## src/hw/rtl/lbc_pkg.sv

```systemverilog
// ----------------------------------------------------------------------------
// lbc_pkg: shared types and helpers of the layer blend compositor
// Pixel, request and configuration types, code enums and small helpers
// used by the compositor datapath, its register file and its checker.
// ----------------------------------------------------------------------------
`default_nettype none

package lbc_pkg;

    // Default scanline width in pixels.
    localparam int LINE_WIDTH_DEF = 240;

    // Layer number of the backdrop.
    localparam logic [2:0] LAYER_BACKDROP = 3'd5;
    // Highest layer number that is subject to the window masks.
    localparam logic [2:0] LAYER_LAST_WIN = 3'd4;
    // Window mask bit that allows color effects.
    localparam int WIN_BLEND_BIT = 5;
    // Largest weight that the effects accept.
    localparam logic [4:0] COEF_MAX = 5'd16;
    // Largest 5-bit channel value.
    localparam logic [4:0] CHAN_MAX = 5'd31;

    // Request operations.
    typedef enum logic {
        OP_INIT  = 1'b0,
        OP_MERGE = 1'b1
    } t_op;

    // Color effect modes.
    typedef enum logic [1:0] {
        MODE_OFF      = 2'd0,
        MODE_ALPHA    = 2'd1,
        MODE_BRIGHTEN = 2'd2,
        MODE_DARKEN   = 2'd3
    } t_mode;

    // Configuration register indexes.
    typedef enum logic [2:0] {
        REG_BLEND_MODE    = 3'd0,
        REG_BLEND_TARGETS = 3'd1,
        REG_ALPHA_TOP     = 3'd2,
        REG_ALPHA_BOTTOM  = 3'd3,
        REG_FADE_COEF     = 3'd4,
        REG_WINDOWS_ON    = 3'd5,
        REG_FORCED_BLANK  = 3'd6
    } t_reg_idx;

    // Width of the configuration write data.
    localparam int CFG_DATA_W = 16;

    // One stored pixel: layer, visible flag and 5-bit channels.
    typedef struct packed {
        logic [2:0] layer;
        logic       vis;
        logic [4:0] blue;
        logic [4:0] green;
        logic [4:0] red;
    } t_pixel;

    localparam int PIXEL_W = $bits(t_pixel);

    // Input request.
    typedef struct packed {
        t_op        operation;
        logic [7:0] column;
        logic [4:0] red_in;
        logic [4:0] green_in;
        logic [4:0] blue_in;
        logic       pixel_visible;
        logic       sprite_semi;
        logic [2:0] layer_id;
        logic [5:0] window_mask;
    } t_in_item;

    // Result request.
    typedef struct packed {
        logic [7:0] column_out;
        logic [7:0] red_out;
        logic [7:0] green_out;
        logic [7:0] blue_out;
        logic [2:0] top_layer;
    } t_out_item;

    // Configuration register contents.
    typedef struct packed {
        t_mode       blend_mode;
        logic [13:0] blend_targets;
        logic [4:0]  alpha_top_coef;
        logic [4:0]  alpha_bottom_coef;
        logic [4:0]  fade_coef;
        logic        windows_on;
        logic        forced_blank;
    } t_cfg;

    // Limit a weight to 16.
    function automatic logic [4:0] clamp16(input logic [4:0] v);
        return (v > COEF_MAX) ? COEF_MAX : v;
    endfunction

    // Widen a 5-bit channel to 8 bits by repeating its high bits.
    function automatic logic [7:0] expand5(input logic [4:0] c);
        return {c, c[4:2]};
    endfunction

endpackage

`default_nettype wire

```

## src/hw/rtl/lbc_cfg.sv

```systemverilog
// ----------------------------------------------------------------------------
// lbc_cfg: configuration register file of the compositor
// Holds the effect mode, target masks, weights and window and blank
// flags. Writes are taken in every cycle; unknown indexes are ignored.
// ----------------------------------------------------------------------------
`default_nettype none

module lbc_cfg
    import lbc_pkg::*;
(
    input  wire logic                  i_clk,
    input  wire logic                  i_rst_n,
    input  wire logic                  i_cfg_valid,
    output logic                       o_cfg_ready,
    input  wire logic [2:0]            i_cfg_index,
    input  wire logic [CFG_DATA_W-1:0] i_cfg_data,
    output t_cfg                       o_cfg
);

    t_cfg r_cfg;
    t_cfg n_cfg;

    // Decode a register write.
    always_comb begin
        n_cfg = r_cfg;
        if (i_cfg_valid) begin
            case (t_reg_idx'(i_cfg_index))
                REG_BLEND_MODE:    n_cfg.blend_mode        = t_mode'(i_cfg_data[1:0]);
                REG_BLEND_TARGETS: n_cfg.blend_targets     = i_cfg_data[13:0];
                REG_ALPHA_TOP:     n_cfg.alpha_top_coef    = i_cfg_data[4:0];
                REG_ALPHA_BOTTOM:  n_cfg.alpha_bottom_coef = i_cfg_data[4:0];
                REG_FADE_COEF:     n_cfg.fade_coef         = i_cfg_data[4:0];
                REG_WINDOWS_ON:    n_cfg.windows_on        = i_cfg_data[0];
                REG_FORCED_BLANK:  n_cfg.forced_blank      = i_cfg_data[0];
                default:           n_cfg = r_cfg;
            endcase
        end
    end

    // Register state, cleared by reset.
    always_ff @(posedge i_clk) begin
        if (!i_rst_n) begin
            r_cfg <= '0;
        end else begin
            r_cfg <= n_cfg;
        end
    end

    assign o_cfg_ready = 1'b1;
    assign o_cfg       = r_cfg;

endmodule

`default_nettype wire

```

## config.mk

```make
export PLATFORM = sky130hd
export DESIGN_NAME = lbc_cfg
export DESIGN_NICKNAME = d
export VERILOG_FILES = /design/src/hw/rtl/lbc_pkg.sv /design/src/hw/rtl/lbc_cfg.sv
export SDC_FILE = /design/constraint.sdc
export NUM_CORES = 1
export LEC_CHECK = 0
export BUFFER_PORTS_ARGS = -buffer_cell sky130_fd_sc_hd__buf_2
export CORE_MARGIN = 3
export CORE_UTILIZATION = 46
export CTS_CLUSTER_DIAMETER = 80
export DETAILED_ROUTE_END_ITERATION = 6
export PLACE_DENSITY = 0.81
export SYNTH_ARGS = -nofsm -noshare
export SYNTH_HDL_FRONTEND = slang
export SYNTH_SLANG_ARGS = --single-unit
```

## constraint.sdc

```tcl
create_clock -name i_clk -period 1.3 [get_ports i_clk]
set_clock_uncertainty 0.2 [all_clocks]
set_input_delay 0.26 -clock i_clk [delete_from_list [all_inputs] [get_ports i_clk]]
set_output_delay 0.26 -clock i_clk [all_outputs]
set_load 0.02 [all_outputs]
```

==> flow_summary.toml, run 1 <==
[sta]
slew_viol_final = 0
setup_ws_ns = 0.0370
rsz0062_at_grt = "true"
min_period_over_period = 0.972
min_period_ns = 1.26
max_freq_mhz = 792
setup_violations = 0
tns_ns = 0
finalHoldViolations = 0
worst_hold_slack_ns = 0.0781

[yosys]
yosysTopAreaCellShare = 0.501
yosys_register_bits = 33
synth_seq_area_share = 0.501
synth_fp_nets = 153
synth_cell_types = 14
synth_largest_area_cell = "dfxtp_1"
synth.area.top_cells = "dfxtp_1 (50%), mux2i_1 (25%), nand2_1 (13%), nand4b_1 (2.0%), buf_2 (1.9%)"
synth_cells = 131
synth_area_um2 = 1320
yosys_warnings = 0
syn_avg_cell_area_um2 = 10.1

[worst_setup_path]
crit_path_start_kind = "register"
crit_type = "register to output pin"
r2r.worst_path.cells = 3
critPathTopFamily = "flip-flops"
worst-path-buf-inv = 1
reg2reg_to = "o_cfg[15]"
critPathSlowestCell = "dfxtp_2"
r2r-start = "o_cfg[15]"
cp-end-kind = "output pin"
r2r_setup_slack_ns = 0.39
cpPeakStageDelay_ns = 0.33
worstPathMaxFanout = 2
path_cells = "buf_4"
worstPathRequired_ns = 0.84
cp_data_arrival_time_ns = 0.80

[global_route]
grt_pass1_wl_um = 5020
grt_pass1_vias = 1198
grt_max_degree = 21
overflow = 0
track_usage = 0.189
antenna_found_initial = 0

[die]
row_count = 18
core-area_um2 = 2590
initial_core_util = 0.509
num_io_pins = 56
chipWidth_um = 59.5
fp.dieArea_um2 = 3550
chipHeight_um = 59.5

[clocking]
cts.htree.levels = 2
cts_buffers = 5
cts.clk_slew.worst_paths_ns = 0.10
clock_latency_ns = 0.32
cts_root_buf = "clkbuf_4"
clockBufferDepth = 2
tritoncts = "built"
numClockSinks = 33

[cells_and_area]
area.growth.synth_to_final_pct = 49.3
final_area_um2 = 1970
stdcell_count = 229
final_nets = 221
layout-drive-gt1-share = 0.518
largest_reg_flops = 33
multiInputGateArea_um2 = 587
fill_cells = 188
diodes = 0
final_util = 0.760
final-seq-area_um2 = 702

[placed_design]
portBuffers = 52
placed_area_um2 = 1620
dp_slack_ns = -0.0677
place_congestion = 0.724
place_inst = 211
hpwlAfterDp_um = 2160

[power]
power_frac_seq = 0.562
peakVddDrop_mv = 1.11
pwr-share-clk = 0.307
combPwrFrac = 0.130
switchingPower_uw = 457
sw_frac_of_total = 0.245
p_leak_nw = 0.880
power.density_nw_per_um2 = 949
internal_power_mw = 1.41
finalPower_mw = 1.87

[min_path]
min_from = "i_cfg_data[3]"
min_path_type = "input port to register"
hold-path-cell-count = 3
holdPathEnd = "o_cfg[10]"

[route]
post-route-drc-count = 0
drt_wl_total_um = 3420
first_pass_iters = 4
drt-initial-drc-count = 69
drtAntennaViolNets = 0
wl_per_cell_um = 14.9
vias = 1160
vias_per_cell = 5.07

[flow_run]
maxCapViolations = 0

[run_status]
status = "finished, final reports clean"
-- cells by family after synthesis --
| logic type | after synthesis | synth area share |
|---|---|---|
| DFF | 33 | 0.501 |
| buffers and inverters | 10 | 0.0541 |
| and+or+nand+nor | 54 | 0.192 |
| muxes | 33 | 0.250 |
| other | 1 | 0.00284 |
-- power groups by stage --
stage	sequential (mW)	clock [mW]	combinational [mW]
after floorplan	1.09	0	0.0881
after global placement	1.07	0	0.190
after detailed placement	1.07	0	0.197
after CTS	1.04	0.586	0.225
after global routing	1.05	0.633	0.263
final	1.05	0.574	0.244
-- cell usage after synthesis --
cell and count:
buf_4 1, and4bb_2 1, buf_2 5, and4bb_1 1, conb_1 1, nand4b_1 3
buf_6 1, nor4b_2 1, dfxtp_1 33, nand2_1 47, buf_12 1, nor4bb_1 1
mux2i_1 33, clkbuf_1 2
-- placed cells by master, fill, tap and decap left out, drive strengths merged --
cell / n
dlygate4sd3: 9
buf: 62
nand4b: 3
mux2i: 33
nor4bb: 1
dfxtp: 33
nand2: 47
conb: 1
nor4b: 1
clkbuf: 7
and4bb: 2
-- cell type report --
cell class / instances / area share
multi-input cells: 88 / 0.298
clock buffers: 7 / 0.0280
flip-flops and latches: 33 / 0.356
repair buffers: 71 / 0.299
well taps: 30 / 0.0191
-- routing by layer --
| layer | global-route usage | vias up | share of wire | wire, um |
|---|---|---|---|---|
| met2 | 0.326 | 47 | 0.50 | 1720 |
| li1 | - | 566 | - | - |
| met3 | 0.0937 | 6 | 0.092 | 314 |
| met4 | 0.0475 | 0 | 0.012 | 41 |
| met1 | 0.205 | 541 | 0.39 | 1340 |
| met5 | 0 | - | 0 | 0 |
-- worst register-to-register path, delay by kind of cell (launching register included) --
| family | cells | cell delay, ns |
|---|---|---|
| flip-flops | 1 | 0.36 |
| multiplexers | 1 | 0.13 |
| buffers and inverters | 1 | 0.11 |
| AND/OR/NAND/NOR | 1 | 0.04 |
-- timing repair --
| action | CTS | global route |
|---|---|---|
| gates resized for setup | 22 | 62 |
| hold endpoints to repair | 9 | 0 |
| endpoints found under the setup margin | 20 | 33 |
| setup buffers | 0 | 2 |
| hold buffers | 9 | 0 |
-- worst max-delay path by stage --
stage,end,slack (ns),start,cells after the start
floorplan,o_cfg[21],0.1,i_cfg_index[2],4
finish,o_cfg[31],0.04,o_cfg[31],1
global placement,o_cfg[22],-0.03,i_cfg_index[2],4
detailed placement,o_cfg[4],-0.07,i_cfg_index[0],4
global route,o_cfg[3],-0.001,o_cfg[3],1
CTS,o_cfg[9],0.001,o_cfg[9],1
No activity file was read; power rests on OpenSTA's default activity.
==> run 2: changes to the inputs <==
CORE_UTILIZATION = 40   (was 46)
CTS_CLUSTER_SIZE = 20   (was unset)
PLACE_DENSITY = 0.73   (was 0.81)
==> flow_summary.toml, run 2 (same netlist as run 1, synthesis figures left out) <==
[run_status]
status = "finished, final reports clean"

[die]
chipHeight_um = 63.4
row_count = 20
initial_core_util = 0.425
core-area_um2 = 3100
chipWidth_um = 63.4
num_io_pins = 56
fp.dieArea_um2 = 4020

[cells_and_area]
fill_cells = 260
diodes = 0
final_nets = 218
mostFrequentLayoutCell = "nand2_1"
area.growth.synth_to_final_pct = 53.9
largest_reg_flops = 33
layout-drive-gt1-share = 0.513
final_util = 0.654
stdcell_count = 241
layout_common_cells = "nand2_1 (47), mux2i_1 (33), dfxtp_2 (33), buf_6 (33), buf_2 (19)"

[power]
p_leak_nw = 0.881
peakVddDrop_mv = 0.497
sw_frac_of_total = 0.255
switchingPower_uw = 468
power.density_nw_per_um2 = 904
combPwrFrac = 0.132
internal_power_mw = 1.37
power_frac_seq = 0.574
pwr-share-clk = 0.294

[route]
wl_per_cell_um = 12.9
post-route-drc-count = 0
first_pass_iters = 2
vias_per_cell = 4.70
drt-initial-drc-count = 12
drtAntennaViolNets = 0
drt_wl_total_um = 3110
vias = 1133

[worst_setup_path]
critPathSlowestCell = "dfxtp_2"
crit_type = "register to output pin"
worst-path-buf-inv = 1
crit_path_start_kind = "register"
r2r-start = "o_cfg[17]"
worstPathRequired_ns = 0.84
r2r.worst_path.cells = 3
cp-startpoint = "o_cfg[15]"
cpPeakStageDelay_ns = 0.36
worstPathMaxFanout = 2
r2r_setup_slack_ns = 0.43
cp_data_arrival_time_ns = 0.82
cp-end-kind = "output pin"
critPathTopFamily = "flip-flops"
path_cells = "buf_6"
cp_num_cells = 1

[sta]
setup_ws_ns = 0.0241
min_period_ns = 1.28
max_freq_mhz = 784
setup_violations = 0
finalHoldViolations = 0
rsz0062_at_grt = "true"
slew_viol_final = 0
min_period_over_period = 0.981
worst_hold_slack_ns = 0.0376

[clocking]
cts_root_buf = "clkbuf_4"
tritoncts = "built"
numClockSinks = 33
cts.clk_slew.worst_paths_ns = 0.10
cts.htree.levels = 2
cts_buffers = 5
clockBufferDepth = 2
clock_latency_ns = 0.33

[global_route]
overflow = 0
grt_pass1_wl_um = 5150
grt-busiest-layer = "met2"
antenna_found_initial = 0
grt_pass1_vias = 1081
grt_max_degree = 28
use_met3 = 0.0731
gr-usage-met2 = 0.274
track_usage = 0.168
gr-usage-met1 = 0.195

[placed_design]
place_inst = 222
place_congestion = 0.769
portBuffers = 52
hpwlAfterDp_um = 2110
dp_slack_ns = -0.0845

[min_path]
min_from = "i_cfg_data[4]"
hold-path-cell-count = 3
min_path_type = "input port to register"

[flow_run]
maxCapViolations = 0
[run 2: changes by cell type in the layout (fill, tap and decap cells not counted), sizes merged]
cell	previous run	this run
clkbuf	7	6
clkinv	0	2
buf	62	59
[run 2: metal layers]
metal	routed length (um)	vias to the layer above
li1	-	562
met1	1350	521
met2	1480	45
met3	248	5
met4	38	0
met5	0	-
[run 2: path summary, 6_finish.rpt]
check	to
min	o_cfg[16]
min reg2reg	o_cfg[24]
max	o_cfg[15]
max reg2reg	o_cfg[17]
[run 2: layout make-up]
| type | instances | area, um^2 | share of cell area |
|---|---|---|---|
| Clock inverter | 2 | 10.0 | 0.00493 |
| Clock buffer | 6 | 41.3 | 0.0203 |
| Timing Repair Buffer | 68 | 634 | 0.313 |
| Multi-Input combinational cell | 88 | 587 | 0.289 |
| Tap cell | 44 | 55.1 | 0.0271 |
| Sequential cell | 33 | 702 | 0.346 |
[run 2: per-stage QoR]
stage	total power, mW	setup TNS, ns	area [um^2]
global placement	1.25	-0.531	1630
floorplan	1.18	0	1320
detailed placement	1.26	-0.968	1630
finish	1.83	0	2030
global route	1.94	-0.165	2030
CTS	1.85	0	1890
[run 2: what timing repair did]
| action | CTS | global route |
|---|---|---|
| cloned | 0 | 0 |
| buffers inserted | 0 | 2 |
| hold buffers | 9 | 0 |
| setup endpoints to repair | 33 | 33 |
| endpoints found under the hold margin | 9 | 0 |
| gates resized for setup | 61 | 38 |
| pin swaps | 0 | 0 |
[run 2: power groups by stage]
stage / clock [mW] / combinational [mW] / sequential (mW)
after floorplan: 0 / 0.0881 / 1.09
after global placement: 0 / 0.188 / 1.07
after detailed placement: 0 / 0.193 / 1.07
after CTS: 0.571 / 0.228 / 1.05
after global routing: 0.622 / 0.263 / 1.06
final: 0.540 / 0.242 / 1.05
