===== src/hw/rtl/lbc_pkg.sv =====
// ----------------------------------------------------------------------------
// lbc_pkg: shared types and helpers of the layer blend compositor
// Pixel, request and configuration types, code enums and small helpers
// used by the compositor datapath, its register file and its checker.
// ----------------------------------------------------------------------------
`default_nettype none

package lbc_pkg;

    // Default scanline width in pixels.
    localparam int LINE_WIDTH_DEF = 240;

    // Layer number of the backdrop.
    localparam logic [2:0] LAYER_BACKDROP = 3'd5;
    // Highest layer number that is subject to the window masks.
    localparam logic [2:0] LAYER_LAST_WIN = 3'd4;
    // Window mask bit that allows color effects.
    localparam int WIN_BLEND_BIT = 5;
    // Largest weight that the effects accept.
    localparam logic [4:0] COEF_MAX = 5'd16;
    // Largest 5-bit channel value.
    localparam logic [4:0] CHAN_MAX = 5'd31;

    // Request operations.
    typedef enum logic {
        OP_INIT  = 1'b0,
        OP_MERGE = 1'b1
    } t_op;

    // Color effect modes.
    typedef enum logic [1:0] {
        MODE_OFF      = 2'd0,
        MODE_ALPHA    = 2'd1,
        MODE_BRIGHTEN = 2'd2,
        MODE_DARKEN   = 2'd3
    } t_mode;

    // Configuration register indexes.
    typedef enum logic [2:0] {
        REG_BLEND_MODE    = 3'd0,
        REG_BLEND_TARGETS = 3'd1,
        REG_ALPHA_TOP     = 3'd2,
        REG_ALPHA_BOTTOM  = 3'd3,
        REG_FADE_COEF     = 3'd4,
        REG_WINDOWS_ON    = 3'd5,
        REG_FORCED_BLANK  = 3'd6
    } t_reg_idx;

    // Width of the configuration write data.
    localparam int CFG_DATA_W = 16;

    // One stored pixel: layer, visible flag and 5-bit channels.
    typedef struct packed {
        logic [2:0] layer;
        logic       vis;
        logic [4:0] blue;
        logic [4:0] green;
        logic [4:0] red;
    } t_pixel;

    localparam int PIXEL_W = $bits(t_pixel);

    // Input request.
    typedef struct packed {
        t_op        operation;
        logic [7:0] column;
        logic [4:0] red_in;
        logic [4:0] green_in;
        logic [4:0] blue_in;
        logic       pixel_visible;
        logic       sprite_semi;
        logic [2:0] layer_id;
        logic [5:0] window_mask;
    } t_in_item;

    // Result request.
    typedef struct packed {
        logic [7:0] column_out;
        logic [7:0] red_out;
        logic [7:0] green_out;
        logic [7:0] blue_out;
        logic [2:0] top_layer;
    } t_out_item;

    // Configuration register contents.
    typedef struct packed {
        t_mode       blend_mode;
        logic [13:0] blend_targets;
        logic [4:0]  alpha_top_coef;
        logic [4:0]  alpha_bottom_coef;
        logic [4:0]  fade_coef;
        logic        windows_on;
        logic        forced_blank;
    } t_cfg;

    // Limit a weight to 16.
    function automatic logic [4:0] clamp16(input logic [4:0] v);
        return (v > COEF_MAX) ? COEF_MAX : v;
    endfunction

    // Widen a 5-bit channel to 8 bits by repeating its high bits.
    function automatic logic [7:0] expand5(input logic [4:0] c);
        return {c, c[4:2]};
    endfunction

endpackage

`default_nettype wire


===== src/hw/rtl/lbc_blend.sv =====
// ----------------------------------------------------------------------------
// lbc_blend: pixel merge datapath of the compositor
// From a request and the column's stored lower and result pixels, works
// out the new lower and result pixels: backdrop init, window tests,
// alpha blend with saturation, brighten and darken.
// ----------------------------------------------------------------------------
`default_nettype none

module lbc_blend
    import lbc_pkg::*;
(
    input  wire t_cfg     i_cfg,
    input  wire t_in_item i_item,
    input  wire t_pixel   i_lower,
    input  wire t_pixel   i_result,
    output t_pixel        o_lower,
    output t_pixel        o_result
);

    logic       is_init;
    logic [4:0] top_chan [3];
    logic [4:0] bot_chan [3];
    logic [4:0] out_chan [3];
    logic [9:0] prod_top [3];
    logic [9:0] prod_bot [3];
    logic [10:0] alpha_sum [3];
    logic [9:0] fade_up  [3];
    logic [9:0] fade_dn  [3];
    t_pixel     bd_px;
    t_pixel     top_px;
    t_pixel     bot_px;
    t_pixel     merged_px;
    logic [2:0] layer;
    logic       vis;
    logic       fb;
    logic       win_test;
    logic       hidden;
    logic       bot_en;
    logic       top_bit;
    logic       alpha_ok;
    t_mode      mode;
    logic [4:0] eva;
    logic [4:0] evb;
    logic [4:0] evy;
    logic [7:0] first_tgt;
    logic [7:0] second_tgt;
    logic [7:0] win_bits;

    assign is_init = (i_item.operation == OP_INIT);
    assign eva     = clamp16(i_cfg.alpha_top_coef);
    assign evb     = clamp16(i_cfg.alpha_bottom_coef);
    assign evy     = clamp16(i_cfg.fade_coef);

    // Target masks over all eight layer codes; missing bits read as zero.
    assign first_tgt  = i_cfg.blend_targets[7:0];
    assign second_tgt = {2'b00, i_cfg.blend_targets[13:8]};
    assign win_bits   = {2'b00, i_item.window_mask};

    // Backdrop color, white under forced blank.
    always_comb begin
        bd_px.layer = LAYER_BACKDROP;
        bd_px.vis   = 1'b1;
        bd_px.red   = i_cfg.forced_blank ? CHAN_MAX : i_item.red_in;
        bd_px.green = i_cfg.forced_blank ? CHAN_MAX : i_item.green_in;
        bd_px.blue  = i_cfg.forced_blank ? CHAN_MAX : i_item.blue_in;
    end

    // An init request merges the backdrop over itself as layer 5.
    assign layer  = is_init ? LAYER_BACKDROP : i_item.layer_id;
    assign vis    = is_init ? 1'b1 : i_item.pixel_visible;
    assign fb     = is_init ? 1'b0 : i_item.sprite_semi;
    assign bot_px = is_init ? bd_px : i_lower;

    always_comb begin
        top_px.layer = layer;
        top_px.vis   = 1'b1;
        top_px.red   = is_init ? bd_px.red   : i_item.red_in;
        top_px.green = is_init ? bd_px.green : i_item.green_in;
        top_px.blue  = is_init ? bd_px.blue  : i_item.blue_in;
    end

    // Window and target tests, and the mode that applies.
    assign win_test = !is_init && (layer <= LAYER_LAST_WIN) && i_cfg.windows_on;
    assign hidden   = !vis || (win_test && !win_bits[layer]);
    assign bot_en   = second_tgt[bot_px.layer];
    assign top_bit  = first_tgt[layer];
    assign alpha_ok = (top_bit || fb) && bot_en && bot_px.vis;

    always_comb begin
        mode = i_cfg.blend_mode;
        if (win_test && !i_item.window_mask[WIN_BLEND_BIT]) begin
            mode = MODE_OFF;
        end
        if (fb && bot_en) begin
            mode = MODE_ALPHA;
        end
    end

    // Per-channel effect arithmetic.
    assign top_chan[0] = top_px.red;
    assign top_chan[1] = top_px.green;
    assign top_chan[2] = top_px.blue;
    assign bot_chan[0] = bot_px.red;
    assign bot_chan[1] = bot_px.green;
    assign bot_chan[2] = bot_px.blue;

    always_comb begin
        for (int k = 0; k < 3; k++) begin
            prod_top[k]  = 10'(top_chan[k]) * 10'(eva);
            prod_bot[k]  = 10'(bot_chan[k]) * 10'(evb);
            alpha_sum[k] = 11'(prod_top[k]) + 11'(prod_bot[k]);
            fade_up[k]   = 10'(CHAN_MAX - top_chan[k]) * 10'(evy);
            fade_dn[k]   = 10'(top_chan[k]) * 10'(evy);
            out_chan[k]  = top_chan[k];
            case (mode)
                MODE_ALPHA: begin
                    if (alpha_ok) begin
                        out_chan[k] = (alpha_sum[k][10:4] > 7'(CHAN_MAX)) ?
                                      CHAN_MAX : alpha_sum[k][8:4];
                    end
                end
                MODE_BRIGHTEN: begin
                    if (top_bit) begin
                        out_chan[k] = top_chan[k] + fade_up[k][8:4];
                    end
                end
                MODE_DARKEN: begin
                    if (top_bit) begin
                        out_chan[k] = top_chan[k] - fade_dn[k][8:4];
                    end
                end
                default: out_chan[k] = top_chan[k];
            endcase
        end
    end

    always_comb begin
        merged_px.layer = layer;
        merged_px.vis   = 1'b1;
        merged_px.red   = out_chan[0];
        merged_px.green = out_chan[1];
        merged_px.blue  = out_chan[2];
    end

    // Select the pixels to store back.
    always_comb begin
        if (is_init) begin
            if (i_cfg.blend_mode == MODE_BRIGHTEN || i_cfg.blend_mode == MODE_DARKEN) begin
                o_lower  = bd_px;
                o_result = merged_px;
            end else begin
                o_lower  = '0;
                o_result = bd_px;
            end
        end else if (hidden) begin
            o_lower  = i_lower;
            o_result = i_result;
        end else begin
            o_lower  = top_px;
            o_result = merged_px;
        end
    end

endmodule

`default_nettype wire


===== config.mk =====
export PLATFORM = sky130hd
export DESIGN_NAME = lbc_blend
export DESIGN_NICKNAME = d
export VERILOG_FILES = /design/src/hw/rtl/lbc_pkg.sv /design/src/hw/rtl/lbc_blend.sv
export SDC_FILE = /design/constraint.sdc
export NUM_CORES = 1
export LEC_CHECK = 0
export BUFFER_PORTS_ARGS = -buffer_cell sky130_fd_sc_hd__buf_4
export CORE_MARGIN = 3
export CORE_UTILIZATION = 30
export DETAILED_ROUTE_END_ITERATION = 6
export GPL_ROUTABILITY_DRIVEN = 0
export GPL_TIMING_DRIVEN = 0
export PLACE_DENSITY = 0.46
export RECOVER_POWER = 100
export SLEW_MARGIN = 20
export SYNTH_ARGS = -nofsm -noshare
export SYNTH_HDL_FRONTEND = slang
export SYNTH_SLANG_ARGS = --single-unit

===== constraint.sdc =====
create_clock -name vclk -period 9.2
set_input_delay 0.92 -clock vclk [all_inputs]
set_output_delay 0.92 -clock vclk [all_outputs]
set_load 0.02 [all_outputs]

==> reports/summary.txt, run 1 <==
Worst VDD drop = 0.0464 mV
nature of the critical path startpoint = input pin
Seq. cell area = 0 µm²
vias in the first global route = 10,600
total negative slack = 0 ps
total die area = 0.0399 mm²
status = complete, no violations
Hold Path Class = input pin to output pin
# diodes = 0
DRT Pass-1 Iters = 5
Final ANT Viol Nets = 0
Synth top area share = 25.6%
P per Cell Area = 114 mW/mm²
I/O pins = 144
die height = 200 µm
Post-DP HPWL = 36,500 µm
Avg WL per Cell = 21.2 µm
Mapped Nets = 1,901
Hold Fails Final Rpt = 0
first-pass GRT wire length = 65,100 µm
Initial Util = 30.6%
count of final setup violators = 0
via count = 10,600
initial antenna violation count = 0
Cell Rows = 70
MaxCap Viol Count = 0
CP Class = input pin to output pin
Worst-Margin Slew = 944 ps
layout cells sized above 1 = 12.7%
RSZ-0062 raised after global routing = yes
largest net degree at the start of global routing = 20
total gr overflow = 0
FF+latch count = 0
synthesized area = 0.0113 mm²
Area contributors post-synth = fa_1 26%, ha_1 22%, nor2_1 7.4%
I/O Buffers = 134
placed cell areas = 0.0128 mm²
Iteration-0 DRC Markers = 654
Tmin final = 9110 ps
crit path capture type = output pin
Die Wd = 200 µm
maximum clock frequency = 110 MHz
Static Leak = 0.00669 µW
GRT Util Overall = 21.6%
Max Slew Vio Count = 0
Cells after Synth = 1,450
most frequent cell after synthesis = nor2_1
slew margin rel. = 37.1%
Syn Area/Cell = 7.76 µm²
Final #Nets = 2,033
Worst Path Arrival = 8190 ps
period utilization = 99.0%
worst-path maximum fanout = 19
synth unique cells = 76
largest area contributor in the synthesized netlist = fa_1
YS warnings = 0
final WL = 43,400 µm
fin area = 0.0129 mm²
Clock Buffer Count = 0
Non-Filler Instances = 2,048
CP required = 8280 ps
Cells after DPL = 2,052
via/cell ratio = 5.19
area growth from synthesis to layout = 14.4%
remaining routing DRC violations = 0
Seq/Total Area, Yosys = 0%
Synth top cells by count = 221 x nor2_1, 207 x inv_1, 201 x ha_1, 144 x fa_1, 125 x nand2_1
core area = 0.0368 mm²
report_power, final:
| part | total, µW | leakage, µW | switching, µW | internal, µW |
|---|---|---|---|---|
| clock | 0 | 0 | 0 | 0 |
| combinational | 1470 | 0.00669 | 846 | 624 |
| sequential | 0 | 0 | 0 | 0 |
| total | 1470 | 0.00669 | 846 | 624 |
cells by family (layout without fill, tap and decap cells):
family,Yosys count,count (layout),synth area share [%]
mux,38,38,3.65
fa+ha+maj,345,345,47.9
simple gates,491,491,19.7
xor+xnor,75,75,5.83
compound gates,224,224,13.4
buf+inv,277,407,9.47
final timing paths:
kind                  cells past startpoint   startpoint           end
worst max-delay path                     26     i_cfg[0]  o_result[12]
worst min-delay path                      4  i_result[3]   o_result[3]
what timing repair did:
| action | in CTS | in global routing |
|---|---|---|
| hold buffers | 0 | 0 |
| hold endpoints to repair | 0 | 0 |
| setup buffers | 0 | 1 |
| resized for setup | 15 | 8 |
| setup endpoints to repair | 15 | 13 |
metrics by stage:
stage,util [%],hold slack [ps],setup slack [ps],total power [µW]
after floorplan,-,2000,1110,1050
after global placement,34.9,2130,-1080,1450
after detailed placement,34.9,2130,-1120,1460
after CTS,35.0,2130,22.4,1470
after global routing,35.0,2170,-159,1660
final,35.0,2130,87.9,1470
critical path, stage by stage:
cell	delay, ps
buf_4	180
nor2b_1	140
clkbuf_4	240
clkbuf_4	290
nor2_1	650
inv_1	210
clkbuf_2	320
nand2_1	160
fa_1	390
inv_1	90
fa_1	410
inv_1	90
fa_1	410
fa_1	490
inv_1	50
fa_1	440
ha_1	300
a21oi_1	160
o31ai_1	140
o311a_1	370
a311o_1	380
or3_1	350
a21o_1	240
o221ai_1	330
o2111ai_1	190
buf_4	210
routing by layer:
| metal | global-route usage, % | vias to the layer above | wire (µm) |
|---|---|---|---|
| li1 | - | 5023 | - |
| met1 | 29.4 | 5230 | 19400 |
| met2 | 37.6 | 321 | 20300 |
| met3 | 1.30 | 63 | 2250 |
| met4 | 5.58 | 0 | 1380 |
| met5 | 0 | - | 0 |
layout make-up:
class,count,area (µm²)
multi-input combinational,1173,10200
fill,3933,23900
timing repair buffer,135,1010
buffer,60,267
tap,468,586
inverter,212,802
placed cells by master, fill, tap and decap left out, types with 6 or more instances in the layout:
master,n
nor2_1,213
inv_1,206
ha_1,201
fa_1,144
buf_4,135
nand2_1,125
a21oi_1,54
xnor2_1,53
o21ai_0,38
clkbuf_1,37
and2_1,37
mux2i_1,32
or2_2,24
a21o_1,23
xor2_1,22
o22ai_1,18
nand2b_1,17
nor2b_1,16
nor3_1,16
nor2_2,9
o31ai_1,9
o21ai_1,8
o221ai_1,8
buf_1,7
clkbuf_2,7
or3_1,6
nand3_1,6
a211oi_1,6
(Power assumes the default switching activity.)
==> run 2, diff against run 1 <==
Settings changed: MAX_ROUTING_LAYER set to met4.
==> run 2 against run 1 <==
  * Via count decreased by 0.41%
  * Global-route usage increased by 0.67 points
  * Cell count unchanged
  * Critical path type unchanged
==> reports/summary.txt, run 2 (synthesis gave the netlist of run 1 again) <==
vias in the first global route = 10,600 (about the same)
via count = 10,600 (about the same)
Non-Filler Instances = 2,048 (unchanged)
MaxCap Viol Count = 0 (unchanged)
Clk pwr share = 0% (about the same)
Total Power = 1470 µW (about the same)
Cells after DPL = 2,052 (unchanged)
Final ANT Viol Nets = 0 (unchanged)
CP Class = input pin to output pin (unchanged)
nature of the critical path startpoint = input pin (unchanged)
first-pass GRT wire length = 65,100 µm (about the same)
placed cell areas = 0.0128 mm² (unchanged)
RSZ-0062 raised after global routing = yes (unchanged)
Worst-Margin Slew = 941 ps (was 944 ps)
CP required = 8280 ps (about the same)
initial antenna violation count = 0 (unchanged)
final WL = 43,300 µm (was 43,400 µm)
Logic pwr share = 100.0% (about the same)
fin area = 0.0129 mm² (unchanged)
Net Switching = 845 µW (was 846 µW)
total negative slack = 0 ps (unchanged)
status = complete, no violations (unchanged)
largest net degree at the start of global routing = 20 (unchanged)
die height = 200 µm (unchanged)
core area = 0.0368 mm² (unchanged)
Die Wd = 200 µm (unchanged)
Tmin final = 9170 ps (was 9110 ps)
Worst VDD drop = 0.0473 mV (was 0.0464 mV)
P per Cell Area = 114 mW/mm² (about the same)
Cell Rows = 70 (unchanged)
Iteration-0 DRC Markers = 702 (was 654)
Avg WL per Cell = 21.2 µm (about the same)
maximum clock frequency = 109 MHz (was 110 MHz)
FF+latch count = 0 (unchanged)
total die area = 0.0399 mm² (unchanged)
Seq. cell area = 0 µm² (unchanged)
total gr overflow = 0 (unchanged)
Seq pwr share = 0% (about the same)
Initial Util = 30.6% (unchanged)
Clock Buffer Count = 0 (unchanged)
Final #Nets = 2,033 (unchanged)
CP endpoint = o_result[12] (unchanged)
CP startpoint = i_cfg[0] (unchanged)
Static Leak = 0.00669 µW (unchanged)
Fin Hold WS = 2130 ps (about the same)
I/O pins = 144 (unchanged)
internal cell power = 624 µW (about the same)
layout cells sized above 1 = 12.7% (unchanged)
via/cell ratio = 5.17 (was 5.19)
DRT Pass-1 Iters = 7 (was 5)
Hold-fix buffers, CTS = 0 (unchanged)
period utilization = 99.7% (was 99.0%)
Hold Fails Final Rpt = 0 (unchanged)
Post-DP HPWL = 36,500 µm (unchanged)
Worst Path Arrival = 8250 ps (was 8190 ps)
crit path capture type = output pin (unchanged)
commonest non-fill, non-tap cell in the layout = nor2_1 (unchanged)
slew margin rel. = 37.3% (was 37.1%)
footprint of the multi-input gates = 0.0102 mm² (unchanged)
Max Slew Vio Count = 0 (unchanged)
# diodes = 0 (unchanged)
worst-path maximum fanout = 19 (unchanged)
area growth from synthesis to layout = 14.4% (unchanged)
I/O Buffers = 134 (unchanged)
fill count = 3,933 (unchanged)
commonest cells after routing, fill and taps aside = 213 x nor2_1, 206 x inv_1, 201 x ha_1, 144 x fa_1, 135 x buf_4 (unchanged)
Sw Share = 57.5% (was 57.6%)
count of final setup violators = 0 (unchanged)
remaining routing DRC violations = 0 (unchanged)
GRT Util Overall = 22.3% (was 21.6%)
Hold Path Class = input pin to output pin (unchanged)
## run 2: cell counts in the layout (fill, tap and decap cells not counted)
No cell type changed its count.
## run 2: timing repair
action | CTS | global route
pin swaps | 0 | 0
cloned | 0 | 0
gates resized for setup | 15 | 8
setup buffers | 0 | 1
setup endpoints to repair | 15 | 13
## run 2: worst min-delay path by stage
stage | from | endpoint | depth (start not counted)
after floorplan | i_result[3] | o_result[3] | 2
after global placement | i_result[15] | o_result[15] | 3
after detailed placement | i_result[3] | o_result[3] | 4
after CTS | i_result[3] | o_result[3] | 4
after global routing | i_result[3] | o_result[3] | 4
final | i_result[3] | o_result[3] | 4
## run 2: worst max-delay path: stages
cell       delay, ps
buf_4            170
nor2b_1          140
clkbuf_4         250
clkbuf_4         290
nor2_1           670
inv_1            210
clkbuf_2         320
nand2_1          160
fa_1             390
inv_1             90
fa_1             410
inv_1             90
fa_1             410
fa_1             490
inv_1             50
fa_1             440
ha_1             300
a21oi_1          160
o31ai_1          140
o311a_1          370
a311o_1          380
or3_1            350
a21o_1           240
o221ai_1         370
o2111ai_1        200
buf_4            210
## run 2: power groups by stage
stage	clock [µW]	sequential [µW]	combinational (µW)
after detailed placement	0	0	1460
after global placement	0	0	1450
final	0	0	1470
after floorplan	0	0	1050
after CTS	0	0	1470
after global routing	0	0	1660
## run 2: cell type report
type	instances	share of cell area [%]
multi-input combinational	1173	79.3
timing repair buffer	135	7.84
inverter	212	6.23
tap	468	4.55
buffer	60	2.07
## run 2: metrics by stage
| step | setup WS [ps] | utilization (%) |
|---|---|---|
| after global placement | -1080 | 34.9 |
| after CTS | 22.4 | 35.0 |
| final | 27.6 | 35.0 |
| after global routing | -161 | 35.0 |
| after floorplan | 1110 | - |
| after detailed placement | -1120 | 34.9 |
## run 2: layer usage
metal	share of wire (%)	GRT usage [%]	routed length [µm]
met5	0	-	0
met1	44	29.5	19200
met2	47	37.6	20400
met3	5.4	1.08	2350
met4	3.2	5.58	1370
